`config.mk`:
```
export PLATFORM = sky130hd
export DESIGN_NAME = chs_ctrl
export DESIGN_NICKNAME = d
export VERILOG_FILES = /design/src/sv/chs_pkg.sv /design/src/sv/chs_ctrl.sv
export SDC_FILE = /design/constraint.sdc
export NUM_CORES = 1
export LEC_CHECK = 0
export ABC_AREA = 1
export BUFFER_PORTS_ARGS = -buffer_cell sky130_fd_sc_hd__buf_2
export CORE_AREA = 2 2 48 50
export DETAILED_ROUTE_END_ITERATION = 12
export DIE_AREA = 0 0 50 52
export HOLD_SLACK_MARGIN = 0.06
export PLACE_DENSITY = 0.71
export SLEW_MARGIN = 30
export SYNTH_ARGS = -nofsm -noshare
export SYNTH_HDL_FRONTEND = slang
export SYNTH_SLANG_ARGS = --single-unit
```
`constraint.sdc`:
```
create_clock -name i_clk -period 1.47 [get_ports i_clk]
set_clock_uncertainty 0.05 [all_clocks]
set_input_delay 0.147 -clock i_clk [delete_from_list [all_inputs] [get_ports i_clk]]
set_output_delay 0.147 -clock i_clk [all_outputs]
set_load 0.02 [all_outputs]
```
`src/sv/chs_pkg.sv`:
```
// shared types and codes of the chained hash set
package chs_pkg;

    localparam int KEY_W  = 31;
    localparam int CFG_W  = 9;
    localparam int REM_W  = 9;
    localparam int CNT_W  = 5;
    localparam int OUT_BW = 8;

    localparam logic [1:0] OP_INSERT  = 2'd0;
    localparam logic [1:0] OP_REMOVE  = 2'd1;
    localparam logic [1:0] OP_SEARCH  = 2'd2;
    localparam logic [1:0] OP_INVALID = 2'd3;

    localparam logic [1:0] ST_OK     = 2'd0;
    localparam logic [1:0] ST_ABSENT = 2'd1;
    localparam logic [1:0] ST_FULL   = 2'd2;

    localparam logic [CFG_W-1:0] CFG_RESET = 9'd256;

    typedef struct packed {
        logic [1:0]       op;
        logic [KEY_W-1:0] key;
    } t_req;

    typedef struct packed {
        logic [1:0]        status;
        logic [OUT_BW-1:0] bucket;
    } t_rsp;

    typedef enum logic [3:0] {
        ACT_NONE,
        ACT_CLEAR,
        ACT_LOAD,
        ACT_DIV,
        ACT_RD_BUCKET,
        ACT_ALLOC_RD,
        ACT_ALLOC,
        ACT_LINK,
        ACT_WALK_START,
        ACT_RD_NODE,
        ACT_ADVANCE,
        ACT_UNLINK,
        ACT_FREE,
        ACT_RESULT
    } t_act;

    typedef struct packed {
        t_act       act;
        logic [1:0] res;
    } t_cmd;

    typedef struct packed {
        logic       clr_done;
        logic       div_done;
        logic [1:0] op;
        logic       free_nil;
        logic       fresh_nil;
        logic       link_head;
        logic       cur_nil;
        logic       match;
        logic       out_busy;
    } t_sts;

endpackage

```
`src/sv/chs_ctrl.sv`:
```
// sequencer of the chained hash set
module chs_ctrl (
    input  logic          i_clk,
    input  logic          i_rst_n,
    input  logic          i_in_valid,
    output logic          o_in_ready,
    input  chs_pkg::t_sts i_sts,
    output chs_pkg::t_cmd o_cmd
);
    import chs_pkg::*;

    typedef enum logic [10:0] {
        S_CLEAR = 11'b000_0000_0001,
        S_IDLE  = 11'b000_0000_0010,
        S_DIV   = 11'b000_0000_0100,
        S_RDB   = 11'b000_0000_1000,
        S_DISP  = 11'b000_0001_0000,
        S_ALLOC = 11'b000_0010_0000,
        S_LINK  = 11'b000_0100_0000,
        S_CHK   = 11'b000_1000_0000,
        S_CMP   = 11'b001_0000_0000,
        S_FREE  = 11'b010_0000_0000,
        S_FIN   = 11'b100_0000_0000
    } t_state;

    t_state     r_state, n_state;
    logic [1:0] r_res, n_res;

    always_ff @(posedge i_clk) begin
        if (!i_rst_n) begin
            r_state <= S_CLEAR;
            r_res   <= ST_OK;
        end else begin
            r_state <= n_state;
            r_res   <= n_res;
        end
    end

    always_comb begin
        n_state    = r_state;
        n_res      = r_res;
        o_cmd.act  = ACT_NONE;
        o_cmd.res  = r_res;
        o_in_ready = 1'b0;
        case (r_state)
            S_CLEAR: begin
                o_cmd.act = ACT_CLEAR;
                if (i_sts.clr_done) n_state = S_IDLE;
            end
            S_IDLE: begin
                o_in_ready = 1'b1;
                if (i_in_valid) begin
                    o_cmd.act = ACT_LOAD;
                    n_state   = S_DIV;
                end
            end
            S_DIV: begin
                o_cmd.act = ACT_DIV;
                if (i_sts.div_done) n_state = S_RDB;
            end
            S_RDB: begin
                o_cmd.act = ACT_RD_BUCKET;
                n_state   = S_DISP;
            end
            S_DISP: begin
                case (i_sts.op)
                    OP_INSERT: begin
                        if (!i_sts.free_nil) begin
                            o_cmd.act = ACT_ALLOC_RD;
                            n_state   = S_ALLOC;
                        end else if (!i_sts.fresh_nil) begin
                            n_state = S_ALLOC;
                        end else begin
                            n_res   = ST_FULL;
                            n_state = S_FIN;
                        end
                    end
                    OP_REMOVE, OP_SEARCH: begin
                        o_cmd.act = ACT_WALK_START;
                        n_state   = S_CHK;
                    end
                    default: begin
                        n_res   = ST_ABSENT;
                        n_state = S_FIN;
                    end
                endcase
            end
            S_ALLOC: begin
                o_cmd.act = ACT_ALLOC;
                n_res     = ST_OK;
                n_state   = i_sts.link_head ? S_FIN : S_LINK;
            end
            S_LINK: begin
                o_cmd.act = ACT_LINK;
                n_state   = S_FIN;
            end
            S_CHK: begin
                if (i_sts.cur_nil) begin
                    n_res   = ST_ABSENT;
                    n_state = S_FIN;
                end else begin
                    o_cmd.act = ACT_RD_NODE;
                    n_state   = S_CMP;
                end
            end
            S_CMP: begin
                if (i_sts.match) begin
                    n_res = ST_OK;
                    if (i_sts.op == OP_REMOVE) begin
                        o_cmd.act = ACT_UNLINK;
                        n_state   = S_FREE;
                    end else begin
                        n_state = S_FIN;
                    end
                end else begin
                    o_cmd.act = ACT_ADVANCE;
                    n_state   = S_CHK;
                end
            end
            S_FREE: begin
                o_cmd.act = ACT_FREE;
                n_state   = S_FIN;
            end
            S_FIN: begin
                if (!i_sts.out_busy) begin
                    o_cmd.act = ACT_RESULT;
                    n_state   = S_IDLE;
                end
            end
            default: n_state = S_CLEAR;
        endcase
    end

endmodule

```
==> results of run 1 <==
==> layout make-up <==
cell class                 instances  area share
clock buffer                       4      0.0164
inverter                          24      0.0576
multi-input combinational        113       0.481
sequential                        13       0.172
tap                               28      0.0218
timing repair buffer              52       0.251
==> cell families after synthesis <==
group / Yosys count
flops: 13
compound gates: 14
mux: 1
buf+inv: 24
simple gates: 95
fa+ha+maj: 3
==> placed cells by master, fill, tap and decap left out, types with 3 or more instances in the layout <==
cell type,netlist,routed
a21oi_1,7,6
buf_2,0,14
buf_4,0,25
buf_6,0,12
clkbuf_4,0,3
dfxtp_1,13,4
dfxtp_2,0,7
ha_1,3,3
inv_1,21,20
inv_2,3,3
nand2_1,29,22
nand2_2,11,14
nand2_4,3,7
nand3_1,8,6
nand3_2,1,3
nand3b_1,3,3
nand4_1,5,5
nor2_1,16,12
nor2_2,8,4
nor2_4,2,10
nor3_1,5,5
==> routing by layer <==
layer	up-vias	track usage	routed length, microns
met5	-	0	0
met4	0	0.176	153
met3	26	0.0460	228
met2	62	0.478	1670
met1	562	0.319	1430
li1	594	-	-
==> what timing repair did <==
item / in CTS / in global routing
resized for setup: 42 / 18
setup buffers: 13 / 5
setup endpoints to repair: 12 / 12
pin swaps: 13 / 15
cloned: 0 / 0
endpoints found under the hold margin: 1 / 0
hold buffers: 1 / 0
==> registers in the layout, indices dropped and copies added, names as in the netlist <==
register,count
r_state,11
r_res,2
==> worst max-delay path: cells and delay by family (launching register included) <==
family                 cells  cell delay, ns
and+or+nand+nor            7            0.75
buffers and inverters      3            0.36
DFF                        1            0.37
==> how the worst min path moves through the flow <==
stage                                    endpoint      from  slack, ns  depth (start not counted)
after CTS                 r_state[0]$_SDFFE_PN1P_   i_rst_n       0.06                          2
after global placement    r_state[6]$_SDFFE_PN0P_  i_sts[3]       0.28                          2
after global routing      r_state[0]$_SDFFE_PN1P_   i_rst_n       0.08                          2
after detailed placement  r_state[6]$_SDFFE_PN0P_  i_sts[3]       0.29                          2
after floorplan           r_state[6]$_SDFFE_PN0P_  i_sts[3]       0.17                          1
final                     r_state[0]$_SDFFE_PN1P_   i_rst_n       0.05                          2
==> through the flow <==
stage	util	TNS [ns]	hold slack (ns)	setup WS (ns)	std cells
after global routing	0.763	-4.55	0.0762	-0.532	234
final	0.763	-3.48	0.0536	-0.480	234
after global placement	0.604	-0.513	0.278	-0.0925	215
after floorplan	-	-0.0180	0.174	-0.00938	150
after detailed placement	0.604	-0.820	0.287	-0.150	215
after CTS	0.717	-2.76	0.0624	-0.419	230
==> power groups by stage <==
stage	sequential [mW]	clock, mW	combinational, mW
3_5_place_dp	0.429	0	0.695
4_1_cts	0.432	0.231	0.910
5_1_grt	0.433	0.250	1.10
2_1_floorplan	0.429	0	0.453
3_3_place_gp	0.427	0	0.684
6_report	0.430	0.241	1.02
==> results.yml, run 1 <==
outcome:
  status: "finished with violations"
  violations: "setup timing"
global_routing:
  grt-ovfl-total: 0
  grt_pass1_wl_microns: 5330
  grt_usage: 0.278
  antenna_found_initial: 0
  grt_max_degree: 9
  grt_pass1_vias: 1204
drt:
  vias: 1244
  detail-route-antenna-nets: 0
  routed_wl_microns: 3480
  wl_per_cell_microns: 14.9
  vias_per_cell: 5.32
  drtIter0Drc: 36
  drc: 0
  drtPass1Iterations: 4
sta:
  worst_pin_slew_ns: 0.340
  fin_crit_ns: 1.95
  maxSlewHeadroom: 0.773
  rsz0062_at_grt: "true"
  fin_ws_ns: -0.480
  fmax_mhz: 513
  finalMaxSlewViolations: 0
  setup_viol: 11
  finalHoldViolCount: 0
  period_share: 1.33
placed_design:
  place_hpwl_microns: 2090
  placed_cell_area_sq_um: 1270
  gp_congestion: 0.963
  io_buffers: 19
logic_synthesis:
  yosys.area.top_type: "dfxtp_1"
  synth_edf_count: 0
  syn_area_per_cell_sq_um: 6.62
  synth_warnings: 0
  async_reset_ff_frac: 0
  synth_xor_area_frac: 0
  synthAdderAreaFrac: 0.0378
  synth_commonest_cells: "nand2_1, inv_1, nor2_1"
  synth_nets: 166
  yosysSeqAreaShare: 0.262
  synth_mux_area_frac: 0.0113
  synth_top_area_share: 0.262
  synth_ff_type: "dfxtp_1"
  yosys-top-cells-area: "dfxtp_1, nand2_1, inv_1, nand2_2, nor2_1"
  yosysMostFrequentCell: "nand2_1"
  syn_inst: 150
  synth_top_family_by_area: "simple AND/OR/NAND/NOR gates"
  synth.distinct_cells: 27
  syn-cell-area_sq_um: 993
  synth_simple_gate_area_frac: 0.515
  synth_compound_area_frac: 0.0831
  ys_ff_latch: 13
worst_setup_path:
  cp_data_required_time_ns: 1.27
  path_cells: "nor2_4 -> nand2_4 -> nor2_4 -> buf_4 -> nand2_2 -> inv_2 -> nand2_2 -> nand4_1 -> or2_4 -> buf_6"
  cp.arrival_ns: 1.75
  startpoint: "r_state[5]$_SDFFE_PN0P_"
  startpoint_type: "flip-flop"
  endpoint_kind: "output port"
  cp-endpoint: "o_cmd[5]"
  cpPeakStageDelay_ns: 0.37
  crit_type: "reg -> out"
  reg2reg_setup_slack_ns: -0.38
  crit_fanout: 5
  worstReg2RegStart: "r_state[5]$_SDFFE_PN0P_"
  r2r-end: "r_state[0]$_SDFFE_PN1P_"
  reg2regPathDepth: 15
  crit_path_top_delay_cell: "dfxtp_4"
clock_tree:
  cts_max_path_buffers: 2
  clkSinkCount: 13
  clk_latency_ns: 0.29
  cts_tree: "built"
  root_buffer: "clkbuf_4"
  clkTransAtPathRegs_ns: 0.09
  cts-htree-levels: 1
  numCtsBuffers: 3
power:
  switching_share: 0.424
  power_density_nw_per_um2: 1050
  power.leakage_nw: 0.808
  intPower_uw: 974
  p_clk_frac: 0.143
  switchingPower_uw: 717
  p_comb_frac: 0.603
  ir_drop_mv: 0.862
  p_seq_frac: 0.254
  power_mw: 1.69
floorplan:
  io_pins: 20
  coreArea_sq_um: 2110
  die_w_microns: 50
  rows: 17
  die_area_sq_um: 2600
  die_y_microns: 52
  start_util: 0.472
final_layout:
  filler_cell_count: 138
  regArea_sq_um: 277
  drive_gt1_frac: 0.558
  n_antenna_cell: 0
  multi_input_area_sq_um: 773
  fin_nets: 223
  stdcell_area_sq_um: 1610
  areaGrowthSynthToFinish_pct: 61.7
min_path:
  hold_path.class: "in -> reg"
run:
  cap_violations: 0
(Power assumes the default switching activity.)
==> run 2, diff against run 1 <==
Clock period 1.47 ns to 2.1 ns, I/O delays scaled along.
==> run 2 against run 1 <==
  * The flow now finishes without violations
  * Clock power is 32% lower
  * Critical path type unchanged
  * Global-route usage is 7.6 points lower
  * First-iteration DRC count is 28% lower
  * Utilization is 18 points lower
  * Non-clock buffer count is 29 lower
  * Register-to-register slack better by 0.88 ns
  * Sequential share of layout area is 4.2 points higher
==> results.yml, run 2 (synthesized netlist as in run 1, its figures left out) <==
final_layout:
  multi_input_area_sq_um: 668
  regMostFlops: "r_state"
  fin_nets: 194
  mostFrequentLayoutCells: "nand2_1, inv_1, buf_2, nor2_1, dfxtp_1"
  regArea_sq_um: 262
  reg.largest.list: "r_state: 11 flops, r_res: 2 flops"
  filler_cell_count: 200
  largest_reg_flops: 11
  drive_gt1_frac: 0.350
  final_common_cell: "nand2_1"
  n_antenna_cell: 0
  fin_cells: 205
  areaGrowthSynthToFinish_pct: 23.2
worst_setup_path:
  crit_type: "reg -> out"
  cp_data_required_time_ns: 1.84
  endpoint_kind: "output port"
  crit_fanout: 4
  worstReg2RegStart: "r_state[1]$_SDFFE_PN0P_"
  startpoint: "r_state[1]$_SDFFE_PN0P_"
  reg2reg_setup_slack_ns: 0.50
  r2r-end: "r_res[1]$_SDFFE_PN0P_"
  startpoint_type: "flip-flop"
  cp.arrival_ns: 1.77
  reg2regPathDepth: 11
placed_design:
  gp_congestion: 0.930
  placed_cells: 197
  io_buffers: 19
  place_hpwl_microns: 1920
floorplan:
  die_y_microns: 52
  die_area_sq_um: 2600
  io_pins: 20
  coreArea_sq_um: 2110
  start_util: 0.472
  rows: 17
  die_w_microns: 50
power:
  p_comb_frac: 0.519
  intPower_uw: 556
  ir_drop_mv: 0.508
  power.leakage_nw: 0.637
  switching_share: 0.423
  p_seq_frac: 0.310
  p_clk_frac: 0.170
  power_density_nw_per_um2: 788
  power_uw: 964
  switchingPower_uw: 408
drt:
  wl_per_cell_microns: 11.9
  detail-route-antenna-nets: 0
  vias: 1053
  drtIter0Drc: 26
  drtPass1Iterations: 4
  routed_wl_microns: 2450
  drc: 0
  vias_per_cell: 5.14
sta:
  fmax_mhz: 492
  finalHoldViolCount: 0
  finalMaxSlewViolations: 0
  setup_viol: 0
  fin_crit_ns: 2.03
  period_share: 0.968
  maxSlewHeadroom: 0.799
  worst_pin_slew_ns: 0.301
clock_tree:
  clkTransAtPathRegs_ns: 0.08
  clkSinkCount: 13
  cts-htree-levels: 1
  cts_tree: "built"
  numCtsBuffers: 3
  root_buffer: "clkbuf_4"
  cts_max_path_buffers: 2
  clk_latency_ns: 0.29
min_path:
  hold_end: "r_state[0]$_SDFFE_PN1P_"
  hold-path-cell-count: 2
  min_from: "i_rst_n"
  hold_path.class: "in -> reg"
global_routing:
  grt_max_degree: 9
  grt_pass1_vias: 954
  antenna_found_initial: 0
  grt-ovfl-total: 0
  grt_usage: 0.201
  grt_pass1_wl_microns: 3910
outcome:
  status: "complete, no violations"
run:
  cap_violations: 0
run 2: cell count changes in the layout (fill, tap and decap cells not counted), moves of 3 or more:
| cell | previous run | this run |
|---|---|---|
| buf_4 | 25 | 3 |
| buf_6 | 12 | 0 |
| dfxtp_1 | 4 | 12 |
| dfxtp_2 | 7 | 1 |
| nand2_1 | 22 | 28 |
| nor2_4 | 10 | 4 |
| buf_2 | 14 | 18 |
| nor2_1 | 12 | 16 |
| nand2_2 | 14 | 11 |
| nand2_4 | 7 | 4 |
run 2: worst max-delay path: stages, from the launching register on:
cell and delay (ns):
dfxtp_1 0.34, nor2_2 0.18, nand2_4 0.11, nor2_4 0.16, nand2_2 0.07, or2_4 0.25
o31ai_2 0.07, nor2_1 0.08, nand4_1 0.09, buf_4 0.15
run 2: final cells by class:
type | instances | share of cell area
Timing Repair Buffer | 23 | 0.117
Clock buffer | 4 | 0.0215
Tap cell | 28 | 0.0286
Sequential cell | 13 | 0.214
Multi-Input combinational cell | 113 | 0.546
Inverter | 24 | 0.0736
run 2: through the flow:
stage | area, sq um | util | hold slack, ns | setup slack [ns] | setup TNS (ns)
CTS | 1160 | 0.553 | 0.109 | 0.00100 | 0
global route | 1220 | 0.581 | 0.123 | -0.00834 | -0.00834
detailed placement | 1120 | 0.534 | 0.353 | 0.282 | 0
floorplan | 993 | - | 0.237 | 0.524 | 0
finish | 1220 | 0.581 | 0.115 | 0.0662 | 0
global placement | 1120 | 0.534 | 0.349 | 0.323 | 0
run 2: how the worst max path moves through the flow:
stage / slack (ns) / cells past startpoint / end
finish: 0.07 / 9 / o_cmd[2]
global route: -0.008 / 9 / o_cmd[2]
CTS: 0.001 / 9 / o_cmd[2]
detailed placement: 0.28 / 9 / o_cmd[2]
global placement: 0.32 / 9 / o_cmd[2]
floorplan: 0.52 / 8 / o_cmd[2]
run 2: what timing repair did:
item	in CTS	in global routing
buffers inserted	0	3
pin swaps	0	4
hold endpoints to repair	1	0
resized for setup	1	7
hold buffers	1	0
endpoints found under the setup margin	2	2
run 2: layer usage:
| metal | vias to the layer above | part of all wire | track usage |
|---|---|---|---|
| met3 | 5 | 0.044 | 0.0374 |
| met1 | 485 | 0.48 | 0.251 |
| li1 | 532 | - | - |
| met4 | 0 | 0.017 | 0.111 |
| met2 | 31 | 0.46 | 0.327 |
| met5 | - | 0 | 0 |
run 2: power by group through the flow:
| stage | combinational, mW | sequential, mW | clock, mW |
|---|---|---|---|
| 6_report | 0.501 | 0.299 | 0.164 |
| 5_1_grt | 0.540 | 0.302 | 0.176 |
| 4_1_cts | 0.399 | 0.296 | 0.166 |
| 3_5_place_dp | 0.391 | 0.302 | 0 |
| 3_3_place_gp | 0.390 | 0.300 | 0 |
| 2_1_floorplan | 0.308 | 0.297 | 0 |
